File: config.mk
export PLATFORM = sky130hd
export DESIGN_NAME = moving_average_deadband_tone_flat
export DESIGN_NICKNAME = d
export VERILOG_FILES = /design/src/hdl/mad_pkg.sv /design/src/hdl/mad_if.sv /design/src/hdl/mad_cell.sv /design/src/hdl/mad_window.sv /design/src/hdl/moving_average_deadband_tone.sv /design/src/flat_wrapper.sv
export SDC_FILE = /design/constraint.sdc
export NUM_CORES = 1
export LEC_CHECK = 0
export ABC_AREA = 0
export BUFFER_PORTS_ARGS = -buffer_cell sky130_fd_sc_hd__buf_2
export CAP_MARGIN = 20
export CORE_MARGIN = 2
export CORE_UTILIZATION = 29
export DETAILED_ROUTE_END_ITERATION = 10
export HOLD_SLACK_MARGIN = 0.08
export SETUP_SLACK_MARGIN = 0.3
export SLEW_MARGIN = 20
export SYNTH_ARGS = -nofsm -noshare
export SYNTH_HDL_FRONTEND = slang
export SYNTH_SLANG_ARGS = --single-unit
File: constraint.sdc
create_clock -name clock -period 6.4 [get_ports clock]
set_input_delay 0.32 -clock clock [delete_from_list [all_inputs] [get_ports clock]]
set_output_delay 0.32 -clock clock [all_outputs]
set_load 0.02 [all_outputs]
File: src/hdl/mad_pkg.sv
`timescale 1ns / 1ps

package mad_pkg;

   // Configuration port geometry
   localparam int CSR_IDX_W  = 2;
   localparam int CSR_DATA_W = 16;

   // Register field widths
   localparam int DEADBAND_W = 12;
   localparam int SCALE_W    = 8;
   localparam int FREQ_W     = 16;

   // Register indexes
   localparam logic [CSR_IDX_W-1:0] CSR_DEADBAND   = 2'd0;
   localparam logic [CSR_IDX_W-1:0] CSR_FREQ_SCALE = 2'd1;
   localparam logic [CSR_IDX_W-1:0] CSR_FREQ_LIMIT = 2'd2;

   // Register reset values
   localparam logic [DEADBAND_W-1:0] DEADBAND_RST   = 12'd1;
   localparam logic [SCALE_W-1:0]    FREQ_SCALE_RST = 8'd25;
   localparam logic [FREQ_W-1:0]     FREQ_LIMIT_RST = 16'd1000;

endpackage

File: src/hdl/mad_if.sv
`timescale 1ns / 1ps

// Sample channel
interface mad_req_if #(parameter int SAMPLE_BITS = 12);
   logic                   valid;
   logic                   ready;
   logic [SAMPLE_BITS-1:0] sample;

   modport source (output valid, output sample, input ready);
   modport sink   (input valid, input sample, output ready);
endinterface

// Result channel
interface mad_rsp_if #(parameter int SAMPLE_BITS = 12);
   logic                           valid;
   logic                           ready;
   logic [SAMPLE_BITS-1:0]         average;
   logic [SAMPLE_BITS-1:0]         held_value;
   logic [SAMPLE_BITS-1:0]         shown_distance;
   logic [mad_pkg::FREQ_W-1:0]     tone_freq;

   modport source (output valid, output average, output held_value,
                   output shown_distance, output tone_freq, input ready);
   modport sink   (input valid, input average, input held_value,
                   input shown_distance, input tone_freq, output ready);
endinterface

File: src/hdl/mad_cell.sv
`timescale 1ns / 1ps

module mad_cell #(
   parameter int WIDTH = 12
) (
   input  logic             clock,
   input  logic             reset,
   input  logic             shift_en,
   input  logic [WIDTH-1:0] data_in,
   output logic [WIDTH-1:0] data_out
);

   logic [WIDTH-1:0] data_ff;
   logic [WIDTH-1:0] data_in_sel;

   // Take the neighbor's sample on a shift, hold otherwise
   assign data_in_sel = shift_en ? data_in : data_ff;

   always_ff @(posedge clock) begin
      if (reset) begin
         data_ff <= '0;
      end else begin
         data_ff <= data_in_sel;
      end
   end

   assign data_out = data_ff;

endmodule

File: src/hdl/mad_window.sv
`timescale 1ns / 1ps

module mad_window #(
   parameter int WINDOW      = 20,
   parameter int SAMPLE_BITS = 12
) (
   input  logic                   clock,
   input  logic                   reset,
   input  logic                   advance,
   input  logic                   in_valid,
   input  logic [SAMPLE_BITS-1:0] in_sample,
   output logic                   out_valid,
   output logic [SAMPLE_BITS-1:0] out_sample,
   output logic [SAMPLE_BITS-1:0] out_average
);

   localparam int WIN_LOG = $clog2(WINDOW);
   localparam int SUM_W   = SAMPLE_BITS + WIN_LOG;
   localparam int SHIFT   = SUM_W + WIN_LOG;
   localparam int RECIP_W = SUM_W + 2;
   localparam int PROD_W  = SUM_W + RECIP_W;
   localparam longint unsigned RECIP_L = ((64'd1 << SHIFT) + WINDOW - 1) / WINDOW;
   localparam logic [RECIP_W-1:0] RECIP = RECIP_W'(RECIP_L);

   logic [SAMPLE_BITS-1:0] tap [WINDOW+1];
   logic                   shift_en;

   logic                   s1_valid_ff, s1_valid_in;
   logic [SAMPLE_BITS-1:0] s1_sample_ff;
   logic [SUM_W-1:0]       sum_ff, sum_in;

   logic                   s2_valid_ff;
   logic [SAMPLE_BITS-1:0] s2_sample_ff;
   logic [SAMPLE_BITS-1:0] avg_ff, avg_in;
   logic [PROD_W-1:0]      recip_prod;

   assign shift_en = advance && in_valid;
   assign tap[0]   = in_sample;

   // Row of sample cells; the last tap is the sample leaving the window
   for (genvar k = 0; k < WINDOW; k++) begin : g_cell
      mad_cell #(.WIDTH(SAMPLE_BITS)) u_cell (
         .clock    (clock),
         .reset    (reset),
         .shift_en (shift_en),
         .data_in  (tap[k]),
         .data_out (tap[k+1])
      );
   end

   // Drop the oldest sample, add the new one
   assign sum_in = sum_ff - SUM_W'(tap[WINDOW]) + SUM_W'(in_sample);
   assign s1_valid_in = in_valid;

   always_ff @(posedge clock) begin
      if (reset) begin
         sum_ff      <= '0;
         s1_valid_ff <= 1'b0;
      end else if (advance) begin
         s1_valid_ff <= s1_valid_in;
         if (in_valid) begin
            sum_ff <= sum_in;
         end
      end
   end

   always_ff @(posedge clock) begin
      if (shift_en) begin
         s1_sample_ff <= in_sample;
      end
   end

   // Divide by the window length through a reciprocal multiply
   assign recip_prod = PROD_W'(sum_ff) * PROD_W'(RECIP);
   assign avg_in     = recip_prod[SHIFT +: SAMPLE_BITS];

   always_ff @(posedge clock) begin
      if (reset) begin
         s2_valid_ff <= 1'b0;
      end else if (advance) begin
         s2_valid_ff <= s1_valid_ff;
      end
   end

   always_ff @(posedge clock) begin
      if (advance) begin
         avg_ff       <= avg_in;
         s2_sample_ff <= s1_sample_ff;
      end
   end

   assign out_valid   = s2_valid_ff;
   assign out_sample  = s2_sample_ff;
   assign out_average = avg_ff;

endmodule

File: src/hdl/moving_average_deadband_tone.sv
`timescale 1ns / 1ps

// Boxcar moving average of distance samples with a deadband hold and a
// tone-frequency map. Samples shift through a row of WINDOW cells that reset
// clears to zero, so the mean counts those zeros until the window has filled.
// A running sum is divided by WINDOW (truncated) through a reciprocal
// multiply. The block accepts one beat per clock cycle while no result beat
// is stalled and returns one result beat per sample; the four pipeline
// stages (sum, divide, deadband/multiply, clamp) advance together, so a
// stalled result beat holds the whole pipeline and req.ready follows it.
// Configuration: index 0 deadband, 1 freq_scale, 2 freq_limit; write only
// while no beat is in flight.
module moving_average_deadband_tone #(
   parameter int WINDOW      = 20,
   parameter int SAMPLE_BITS = 12
) (
   input  logic                            clock,
   input  logic                            reset,
   mad_req_if.sink                         req,
   mad_rsp_if.source                       rsp,
   input  logic                            csr_we,
   input  logic [mad_pkg::CSR_IDX_W-1:0]   csr_index,
   input  logic [mad_pkg::CSR_DATA_W-1:0]  csr_wdata
);

   localparam int DB_W    = mad_pkg::DEADBAND_W;
   localparam int CMP_W   = (SAMPLE_BITS > DB_W) ? SAMPLE_BITS : DB_W;
   localparam int MUL_W   = mad_pkg::SCALE_W + SAMPLE_BITS;
   localparam int CLAMP_W = (MUL_W > mad_pkg::FREQ_W) ? MUL_W : mad_pkg::FREQ_W;

   logic [DB_W-1:0]                deadband_ff;
   logic [mad_pkg::SCALE_W-1:0]    scale_ff;
   logic [mad_pkg::FREQ_W-1:0]     limit_ff;

   logic                           en;
   logic                           s2_valid;
   logic [SAMPLE_BITS-1:0]         s2_sample;
   logic [SAMPLE_BITS-1:0]         s2_avg;

   logic [SAMPLE_BITS-1:0]         held_ff, held_in;
   logic [SAMPLE_BITS-1:0]         diff;
   logic                           in_band;
   logic [SAMPLE_BITS-1:0]         shown_in;
   logic [MUL_W-1:0]               prod_in;

   logic                           s3_valid_ff;
   logic [SAMPLE_BITS-1:0]         s3_avg_ff;
   logic [SAMPLE_BITS-1:0]         s3_held_ff;
   logic [SAMPLE_BITS-1:0]         s3_shown_ff;
   logic [MUL_W-1:0]               s3_prod_ff;

   logic [mad_pkg::FREQ_W-1:0]     freq_in;
   logic                           rsp_valid_ff;
   logic [SAMPLE_BITS-1:0]         rsp_avg_ff;
   logic [SAMPLE_BITS-1:0]         rsp_held_ff;
   logic [SAMPLE_BITS-1:0]         rsp_shown_ff;
   logic [mad_pkg::FREQ_W-1:0]     rsp_freq_ff;

   // Configuration registers
   always_ff @(posedge clock) begin
      if (reset) begin
         deadband_ff <= mad_pkg::DEADBAND_RST;
         scale_ff    <= mad_pkg::FREQ_SCALE_RST;
         limit_ff    <= mad_pkg::FREQ_LIMIT_RST;
      end else if (csr_we) begin
         case (csr_index)
            mad_pkg::CSR_DEADBAND:   deadband_ff <= csr_wdata[DB_W-1:0];
            mad_pkg::CSR_FREQ_SCALE: scale_ff    <= csr_wdata[mad_pkg::SCALE_W-1:0];
            mad_pkg::CSR_FREQ_LIMIT: limit_ff    <= csr_wdata[mad_pkg::FREQ_W-1:0];
            default: ;
         endcase
      end
   end

   // Advance the whole pipeline unless a result beat is stuck
   assign en        = !rsp_valid_ff || rsp.ready;
   assign req.ready = en;

   mad_window #(
      .WINDOW      (WINDOW),
      .SAMPLE_BITS (SAMPLE_BITS)
   ) u_window (
      .clock       (clock),
      .reset       (reset),
      .advance     (en),
      .in_valid    (req.valid),
      .in_sample   (req.sample),
      .out_valid   (s2_valid),
      .out_sample  (s2_sample),
      .out_average (s2_avg)
   );

   // Deadband: keep the held average for small changes
   assign diff     = (s2_avg >= held_ff) ? (s2_avg - held_ff) : (held_ff - s2_avg);
   assign in_band  = CMP_W'(diff) < CMP_W'(deadband_ff);
   assign held_in  = in_band ? held_ff : s2_avg;
   assign shown_in = in_band ? held_ff : s2_sample;
   assign prod_in  = MUL_W'(scale_ff) * MUL_W'(s2_avg);

   always_ff @(posedge clock) begin
      if (reset) begin
         held_ff     <= '0;
         s3_valid_ff <= 1'b0;
      end else if (en) begin
         s3_valid_ff <= s2_valid;
         if (s2_valid) begin
            held_ff <= held_in;
         end
      end
   end

   always_ff @(posedge clock) begin
      if (en) begin
         s3_avg_ff   <= s2_avg;
         s3_held_ff  <= held_in;
         s3_shown_ff <= shown_in;
         s3_prod_ff  <= prod_in;
      end
   end

   // Saturate the tone frequency at the limit
   assign freq_in = (CLAMP_W'(s3_prod_ff) > CLAMP_W'(limit_ff)) ?
                    limit_ff : s3_prod_ff[mad_pkg::FREQ_W-1:0];

   always_ff @(posedge clock) begin
      if (reset) begin
         rsp_valid_ff <= 1'b0;
      end else if (en) begin
         rsp_valid_ff <= s3_valid_ff;
      end
   end

   always_ff @(posedge clock) begin
      if (en) begin
         rsp_avg_ff   <= s3_avg_ff;
         rsp_held_ff  <= s3_held_ff;
         rsp_shown_ff <= s3_shown_ff;
         rsp_freq_ff  <= freq_in;
      end
   end

   assign rsp.valid          = rsp_valid_ff;
   assign rsp.average        = rsp_avg_ff;
   assign rsp.held_value     = rsp_held_ff;
   assign rsp.shown_distance = rsp_shown_ff;
   assign rsp.tone_freq      = rsp_freq_ff;

   // A held result beat stalls the input side
   assert property (@(posedge clock) disable iff (reset)
      (rsp.valid && !rsp.ready) |-> !req.ready)
      else $error("input accepted while result beat is stalled");

   // Either the hold applied or the held value took the average
   assert property (@(posedge clock) disable iff (reset)
      rsp.valid |-> ((rsp.shown_distance == rsp.held_value) ||
                     (rsp.held_value == rsp.average)))
      else $error("deadband outcome inconsistent");

   // No result beat in the cycle right after reset
   assert property (@(posedge clock)
      $past(reset) |-> !rsp.valid)
      else $error("result beat right after reset");

endmodule
File: src/flat_wrapper.sv
// flat-port wrapper written by rule: the top's interface ports become plain ports
module moving_average_deadband_tone_flat 
#(
   parameter int WINDOW      = 20,
   parameter int SAMPLE_BITS = 12
)
  (clock, reset, csr_we, csr_index, csr_wdata, req_valid, req_sample, req_ready, rsp_valid, rsp_average, rsp_held_value, rsp_shown_distance, rsp_tone_freq, rsp_ready);
  mad_req_if #(.SAMPLE_BITS(SAMPLE_BITS)) req_i ();
  mad_rsp_if #(.SAMPLE_BITS(SAMPLE_BITS)) rsp_i ();
  input  logic clock;
  input  logic reset;
  input  logic csr_we;
  input  logic [mad_pkg::CSR_IDX_W-1:0] csr_index;
  input  logic [mad_pkg::CSR_DATA_W-1:0] csr_wdata;
  input wire logic [$bits(req_i.valid)-1:0] req_valid;
  input wire logic [$bits(req_i.sample)-1:0] req_sample;
  output wire logic [$bits(req_i.ready)-1:0] req_ready;
  output wire logic [$bits(rsp_i.valid)-1:0] rsp_valid;
  output wire logic [$bits(rsp_i.average)-1:0] rsp_average;
  output wire logic [$bits(rsp_i.held_value)-1:0] rsp_held_value;
  output wire logic [$bits(rsp_i.shown_distance)-1:0] rsp_shown_distance;
  output wire logic [$bits(rsp_i.tone_freq)-1:0] rsp_tone_freq;
  input wire logic [$bits(rsp_i.ready)-1:0] rsp_ready;
  assign req_i.valid = req_valid;
  assign req_i.sample = req_sample;
  assign req_ready = req_i.ready;
  assign rsp_valid = rsp_i.valid;
  assign rsp_average = rsp_i.average;
  assign rsp_held_value = rsp_i.held_value;
  assign rsp_shown_distance = rsp_i.shown_distance;
  assign rsp_tone_freq = rsp_i.tone_freq;
  assign rsp_i.ready = rsp_ready;
  moving_average_deadband_tone #(.WINDOW(WINDOW), .SAMPLE_BITS(SAMPLE_BITS)) u_core (.clock(clock), .reset(reset), .req(req_i), .rsp(rsp_i), .csr_we(csr_we), .csr_index(csr_index), .csr_wdata(csr_wdata));
endmodule
== After elaboration in Yosys (flattened, before gate mapping) ==
Index checks and enable logic that the tools add are counted.
Storage, ports and cells
  register bits: 453
  latch bits: 0
  memory bits (writable): 0
  ROM bits: 0
  bits of input ports: 35
  output and inout bits: 54
  logic and storage cells: 64
  memories: 0
Cells by class
  $add $sub $neg: 4
  $mul: 2
  divide/modulo/power cells: 0
  $lt $le $gt $ge: 3
  equal/unequal tests: 2
  shifts and indexed selects: 0
  mux-type cells: 4
  bitwise operators: 0
  reduce and logical (&&, ||, !) cells: 9
Operator list (count)
  2-to-1 mux 12 bit: 3
  multiplier 17 x 16 -> 32 bit (second input constant): 1
  subtractor 12 bit: 2
  greater-than comparator 20 x 16 -> 1 bit: 1
  multiplier 8 x 12 -> 20 bit: 1
  adder 17 x 12 -> 17 bit: 1
  subtractor 17 x 12 -> 17 bit: 1
  2-to-1 mux 16 bit: 1
  >= comparator 12 bit: 1
  < comparator 12 bit: 1
  AND reduction 2 bit: 5
  == test 2 x 1 -> 1 bit (second input constant): 1
  == test 2 bit (second input constant): 1
  zero test 2 bit: 1
  logical AND 1 bit: 1
  zero test 1 bit: 1
  logical OR 1 bit: 1

== Logic depth before layout (Yosys ltp) ==
Gate-level depths: netlist (run 1).
  word-level depth: 4
  gate-level depth with buffers: 23

== Hierarchy ==
A second synthesis (run 1) with hierarchy kept.
Unflattened totals
  cells, all modules: 2524
  area total of the unflattened synthesis: 26564.2 µm²
Modules (own cells, without submodules)
  moving_average_deadband_tone: instances 1, cells each 1000, area an instance 10551.4 µm², seq. area each 4244.1 µm²
  mad_cell: instances 20, cells each 38, area an instance 420.4 µm², seq. area each 240.2 µm²
  mad_window: instances 1, cells each 764, area an instance 7604.8 µm², seq. area each 1461.4 µm²

== Least setup slack after synthesis (run 1) ==
Ideal clock, no wire load.
  kind: reg-to-reg
  start: register u_core.u_window.sum_ff[10]
  end: register u_core.u_window.avg_ff[10], in the netlist u_core.u_window.out_average[10] (data pin)
  arrival time: 4.884 ns
  data required time: 6.135 ns
  path slack: 1.251 ns
  stages on the path, launching flop included: 20
  clock period less this slack: 5.149 ns
  cells stage by stage: dfxtp_1 ha_1 fa_1 inv_1 fa_1 fa_1 inv_1 fa_1 inv_1 fa_1 inv_1 ha_1 clkbuf_1 o21ai_0 nand2b_1 a21oi_1 o31ai_1 nor2_1 o21ai_0 xor2_1
Between the ends
  longest elaborated chain between the ends: 1
RTL lines
  start, declared: RTL line mad_window.sv:30  | logic [SUM_W-1:0] sum_ff, sum_in;
  start signal, assigned: RTL line mad_window.sv:62  | sum_ff <= sum_in;
  multiplier 17 x 16 -> 32 bit: RTL line mad_window.sv:74  | assign recip_prod = PROD_W'(sum_ff) * PROD_W'(RECIP);
  via u_core.u_window.avg_in[10]: RTL line mad_window.sv:34  | logic [SAMPLE_BITS-1:0] avg_ff, avg_in;
  end signal, assigned: RTL line mad_window.sv:87  | avg_ff <= avg_in;
  end, declared: RTL line mad_window.sv:34
The timed path passes the listed nets, and every way through them passes these cells.
A chain may end at the register's enable or synchronous reset.

== Worst setup path after layout (run 1) ==
  start: register u_core.u_window.sum_ff[14]
  end: register u_core.u_window.avg_ff[10], in the netlist u_core.u_window.out_average[10] (data pin)
The elaborated chain is that of the path after synthesis.

==> results.sh, run 1 <==
export IMPL_status="finished, final reports clean"
export IMPL_final_common_cell="nand2_1"
export IMPL_min_path_cells=4
export IMPL_crit_cells=20
export IMPL_critPathArrivalTime_ns=6.06
export IMPL_drc=0
export IMPL_clock_latency_ns=0.62
export IMPL_end_kind="register"
export IMPL_seq_area_frac_synth=0.407
export IMPL_maxSlewViolCount=0
export IMPL_setup_slack_ns=0.673
export IMPL_start_util=0.293
export IMPL_gp_congestion=0.874
export IMPL_drt_pass1_iterations=5
export IMPL_cp_required_ns=6.73
export IMPL_yosysTopAreaCell="dfxtp_1"
export IMPL_synth_edf_count=144
export IMPL_crit_top_cell="inv_1"
export IMPL_grt_pass1_vias=17415
export IMPL_worst_pin_slew_ns=1.13
export IMPL_rsz0062_at_grt="no"
export IMPL_routed_wl_mm=60.0
export IMPL_clock_sinks=453
export IMPL_drive_gt1_frac=0.0762
export IMPL_avgSynthCellArea_sq_um=9.26
export IMPL_die_h_microns=303
export IMPL_dieArea_sq_um=91500
export IMPL_rr_worst_depth=20
export IMPL_fin_crit_sh=0.895
export IMPL_most_common_layout_cells="681 x nand2_1, 350 x inv_1, 334 x a21oi_1"
export IMPL_startpoint_type="register"
export IMPL_finalSetupViolCount=0
export IMPL_fin_worst_skew_ns=0.0324
export IMPL_critPathBufInv=6
export IMPL_cts_max_level=2
export IMPL_dp_hpwl_mm=43.0
export IMPL_track_usage=0.131
export IMPL_wl_per_cell_microns=14.8
export IMPL_synthTopCellsByArea="dfxtp_1 24%, edfxtp_1 17%, fa_1 12%, ha_1 11%, nand2_1 9.9%"
export IMPL_setup_tns_final_ns=0
export IMPL_relSlewSlack=0.246
export IMPL_utilization=0.332
export IMPL_numCtsBuffers=50
export IMPL_instances_no_fill=4054
export IMPL_overflow=0
export IMPL_drtIter0Drc=1293
export IMPL_synthCells=2792
export IMPL_vias=18280
export IMPL_die_x_microns=303
export IMPL_syn_num_nets=3225
export IMPL_synth_cell_types=67
export IMPL_cpPeakStageDelay_ns=0.57
export IMPL_nets=3281
export IMPL_ys_seq_elements=453
export IMPL_crit_family="adder cells"
export IMPL_setup_worst_path_class="register to register"
export IMPL_hold_path_class="input port to register"
export IMPL_cap_violations=0
export IMPL_clkTransAtPathRegs_ns=0.06
export IMPL_critPathMaxFanout=7
export IMPL_synth_top_area_frac=0.239
export IMPL_synthFlopType="dfxtp_1"
export IMPL_row_count=109
export IMPL_grt_max_degree=178
export IMPL_grt_pass1_wl_mm=95.4
export IMPL_dpl_worst_slack_ns=0.702
export IMPL_cts_buffer_depth=3
export IMPL_yosys_warnings=0
export IMPL_finalHoldViolCount=0
export IMPL_port_buffers=88
export IMPL_path_cells="inv_1 > ha_1 > inv_1 > ha_1 > inv_1 > fa_1 > inv_1 > fa_1 > fa_1 > inv_1 > fa_1 > inv_1 > ha_1 > a211oi_1 > o21ai_0 > a21oi_1 > o31ai_1 > nor2_1 > o21ai_0 > xor2_1"
export IMPL_vias_per_cell=4.51
export IMPL_max_freq_mhz=175
export IMPL_core_area_sq_um=88400
export IMPL_crit_slowest_cell="dfxtp_1"
export IMPL_syn_to_final_growth_pct=13.5
export IMPL_async_flop_share=0
export IMPL_synth_area_sq_um=25800
export IMPL_layout_min_cycle_time_ns=5.73
export IMPL_cts_root_buf="clkbuf_16"
export IMPL_antenna_found_initial=5
export IMPL_ios=89
export IMPL_dp_cells=3933
export IMPL_cts_tree="built"
export IMPL_antenna_left=0
export IMPL_diodes=0
## worst register-to-register path, delay by kind of cell, from the launching register on
family                     cells  cell delay, ns
buffers and inverters          6            0.48
xor gates and xnor gates       1            0.15
DFF                            1            0.57
adders and majority gates      7            3.00
AOI/OAI and AO/OA              5            0.93
and+or+nand+nor                1            0.33
## through the flow
stage          hold slack [ns]  area, sq um
2_1_floorplan            0.400        25800
3_3_place_gp             0.402        27400
3_5_place_dp             0.405        27400
4_1_cts                 0.0891        29400
5_1_grt                  0.131        29400
6_report                 0.103        29400
## cell usage after synthesis, types with 6 or more instances
cell type	count
xnor2_1	33
nor3_1	10
a21o_1	33
clkbuf_1	115
o211ai_1	9
a211oi_1	11
a31oi_1	12
a21oi_1	334
a221oi_1	6
fa_1	161
xor2_1	20
nand2_1	682
nor2_1	53
edfxtp_1	144
o21ai_0	57
o21bai_1	9
dfxtp_1	309
inv_1	351
mux2_2	7
mux2i_1	20
and2_1	49
nand4_1	11
nor2b_1	11
and4_1	6
nand3_1	17
buf_1	10
ha_1	237
mux2_4	10
and3_1	6
## layer usage
layer	vias to the layer above	share of wire	track usage
met5	-	0	0
met4	0	0.025	0.0380
met3	88	0.040	0.0218
met2	300	0.47	0.218
met1	8693	0.46	0.175
li1	9199	-	-
## registers in the layout (all words and copies together) (netlist names)
| name | count |
|---|---|
| u_core.rsp.valid | 1 |
| u_core.scale_ff | 8 |
| u_core.u_window.out_valid | 1 |
| u_core.s3_shown_ff | 12 |
| u_core.s3_held_ff | 12 |
| u_core.s3_valid_ff | 1 |
| u_core.limit_ff | 16 |
| u_core.u_window.s1_valid_ff | 1 |
| u_core.deadband_ff | 12 |
| u_core.s3_avg_ff | 12 |
| u_core.u_window.out_sample | 12 |
| u_core.u_window.s1_sample_ff | 12 |
| u_core.u_window.sum_ff | 17 |
| u_core.u_window.out_average | 12 |
| u_core.s3_prod_ff | 20 |
| u_core.rsp.held_value | 12 |
| u_core.rsp.average | 12 |
| u_core.rsp.shown_distance | 12 |
| u_core.u_window.g_cell.u_cell.data_out | 240 |
| u_core.held_ff | 12 |
| u_core.rsp.tone_freq | 16 |
## path summary, 6_finish.rpt
path                                      to  slack [ns]                            start
min reg2reg    u_core.u_window.out_sample[0]        0.41  u_core.u_window.s1_sample_ff[0]
max          u_core.u_window.out_average[10]        0.67       u_core.u_window.sum_ff[14]
min                u_core.u_window.out_valid        0.10                        rsp_ready
max reg2reg  u_core.u_window.out_average[10]        0.67       u_core.u_window.sum_ff[14]
## cells by family (layout without fill, tap and decap cells)
group           count (synthesis)  after routing  synth area share
compound gates                506            506             0.110
flops                         453            453             0.407
buf+inv                       483            580            0.0717
fa+ha+maj                     398            398             0.239
xor+xnor                       53             53            0.0180
simple gates                  862            862             0.138
mux                            37             37            0.0166
## cell type report
cell class                      instances  area (sq um)
Sequential cell                       453         10500
Multi-Input combinational cell       1856         13500
Clock inverter                         28           287
Fill cell                            9161         59000
Inverter                              353          1340
Timing Repair Buffer                  134           866
Clock buffer                           65          1400
Tap cell                             1165          1460
## repair_timing
item | 4_1_cts | 5_1_grt
hold endpoints to repair | 54 | 0
setup buffers | 0 | 0
hold buffers | 28 | 0
resized for setup | 0 | 0
Power of run 1 is left out: the tool's default activity adds up to more than one toggle a clock period on the data nets, which glitch-free logic cannot reach.
==> run 2: changes to the inputs <==
==> constraint.sdc (replaced) <==
create_clock -name clock -period 5.34 [get_ports clock]
set_input_delay 0.267 -clock clock [delete_from_list [all_inputs] [get_ports clock]]
set_output_delay 0.267 -clock clock [all_outputs]
set_load 0.02 [all_outputs]
==> run 2 against run 1 <==
  * First-iteration DRC count down 2.7%
  * Core utilization up 1.3 points
  * Global-route usage up 0.082 points
  * Sequential cell count unchanged
  * Non-clock buffer count up 67
  * Cell area up 3.9%
  * Worst hold slack better by 0.018 ns
  * Die area unchanged
  * Sequential share of layout area down 1.2 points
  * Critical path type unchanged
==> results.sh, run 2 (synthesized netlist as in run 1, its figures left out) <==
export IMPL_status="finished, final reports clean"
export IMPL_fin_area_sq_um=30500
export IMPL_critPathMaxFanout=5
export IMPL_relSlewSlack=0.234
export IMPL_cts_buffer_depth=3
export IMPL_finalSetupViolCount=0
export IMPL_min_path_cells=2
export IMPL_worstHoldStart="reset"
export IMPL_end_kind="register"
export IMPL_antenna_found_initial=2
export IMPL_dp_hpwl_mm=44.0
export IMPL_vias_per_cell=4.50
export IMPL_wl_per_cell_microns=14.7
export IMPL_grt_pass1_vias=17877
export IMPL_cts_root_buf="clkbuf_16"
export IMPL_dieArea_sq_um=91500
export IMPL_numCtsBuffers=50
export IMPL_gp_congestion=0.866
export IMPL_timing_rr_end="u_core.u_window.out_average[7]"
export IMPL_nets=3348
export IMPL_n_fill_cell=9041
export IMPL_track_usage=0.132
export IMPL_die_x_microns=303
export IMPL_path_cells="ha_4 > inv_2 > fa_1 > inv_2 > fa_1 > fa_1 > inv_2 > fa_1 > fa_1 > inv_2 > ha_4 > nand4_1 > nor3_2 > a21oi_2 > o31ai_2 > nor2_1 > buf_4 > buf_6 > xnor2_1"
export IMPL_port_buffers=88
export IMPL_cts_max_level=2
export IMPL_core_area_sq_um=88400
export IMPL_setup_tns_final_ns=0
export IMPL_highest_layer="met4"
export IMPL_clkTransAtPathRegs_ns=0.06
export IMPL_cpPeakStageDelay_ns=0.54
export IMPL_crit_top_cell="fa_1"
export IMPL_fin_worst_skew_ns=0.0396
export IMPL_r2r_slack_ns=0.30
export IMPL_cts_tree="built"
export IMPL_crit_slowest_cell="fa_1"
export IMPL_drt_pass1_iterations=5
export IMPL_dr_wl_met3_mm=1.95
export IMPL_critPathArrivalTime_ns=5.39
export IMPL_rr_startpoint="u_core.u_window.sum_ff[4]"
export IMPL_crit_cells=19
export IMPL_ios=89
export IMPL_largest_reg_flops=240
export IMPL_antenna_left=0
export IMPL_crit_family="adder cells"
export IMPL_drive_gt1_frac=0.123
export IMPL_vias=18526
export IMPL_drtIter0Drc=1258
export IMPL_grt_pass1_wl_mm=96.2
export IMPL_startpoint_type="register"
export IMPL_routed_wl_mm=60.7
export IMPL_row_count=109
export IMPL_cap_violations=0
export IMPL_layout_min_cycle_time_ns=5.04
export IMPL_die_h_microns=303
export IMPL_overflow=0
export IMPL_critPathBufInv=6
export IMPL_drc=0
export IMPL_max_freq_mhz=199
export IMPL_clock_latency_ns=0.61
export IMPL_final_common_cell="nand2_1"
export IMPL_clock_sinks=453
export IMPL_setup_worst_path_class="register to register"
export IMPL_most_common_layout_cells="680 x nand2_1, 335 x inv_1, 330 x a21oi_1"
export IMPL_wl_met1_mm=28.3
export IMPL_worst_pin_slew_ns=1.15
export IMPL_hold_path_end="u_core.u_window.g_cell[5].u_cell.data_out[9]"
export IMPL_regArea_sq_um=10600
export IMPL_grt_max_degree=233
export IMPL_hold_path_class="input port to register"
export IMPL_multi_input_area_sq_um=13900
export IMPL_start_util=0.293
export IMPL_syn_to_final_growth_pct=18.0
export IMPL_fin_crit_sh=0.943
export IMPL_cp_required_ns=5.69
export IMPL_dpl_cell_area_sq_um=27800
export IMPL_rsz0062_at_grt="yes"
export IMPL_finalHoldViolCount=0
export IMPL_diodes=0
export IMPL_rr_worst_depth=19
export IMPL_maxSlewViolCount=0
export IMPL_met2_length_mm=29.0
run 2: metal layers:
| metal | GRT usage | up-vias |
|---|---|---|
| met2 | 0.223 | 267 |
| met1 | 0.177 | 8868 |
| met5 | 0 | - |
| met3 | 0.0173 | 85 |
| met4 | 0.0352 | 0 |
| li1 | - | 9306 |
run 2: final cells by class:
type | count | area share
multi-input combinational | 1856 | 0.457
clock buffer | 66 | 0.0453
sequential | 453 | 0.346
clock inverter | 26 | 0.0139
tap | 1165 | 0.0478
timing repair buffer | 201 | 0.0461
inverter | 353 | 0.0440
run 2: how the worst max path moves through the flow:
stage	start	endpoint	slack (ns)
CTS	u_core.u_window.sum_ff[8]	u_core.u_window.out_average[8]	0.30
global route	u_core.u_window.sum_ff[3]	u_core.u_window.out_average[10]	0.1
detailed placement	u_core.u_window.sum_ff[7]	u_core.u_window.out_average[10]	0.01
floorplan	u_core.u_window.sum_ff[14]	u_core.u_window.out_average[10]	0.27
global placement	u_core.u_window.sum_ff[7]	u_core.u_window.out_average[10]	0.005
finish	u_core.u_window.sum_ff[4]	u_core.u_window.out_average[7]	0.30
run 2: timing repair:
action                                 in CTS  in global routing
cloned                                      0                  0
setup endpoints to repair                  12                 12
gates resized for setup                    32                 64
hold buffers                               29                  0
buffers inserted                            6                  9
endpoints found under the hold margin      64                  0
pin swaps                                  21                 46
run 2: through the flow:
step | instances | hold slack [ns] | setup WS (ns) | util
after floorplan | 2792 | 0.366 | 0.274 | -
after global placement | 3984 | 0.402 | 0.00547 | 0.315
after detailed placement | 3984 | 0.405 | 0.0119 | 0.315
after CTS | 4111 | 0.0964 | 0.300 | 0.341
after global routing | 4120 | 0.148 | 0.0961 | 0.345
final | 4120 | 0.121 | 0.302 | 0.345
Power of run 2 is left out for the same reason.
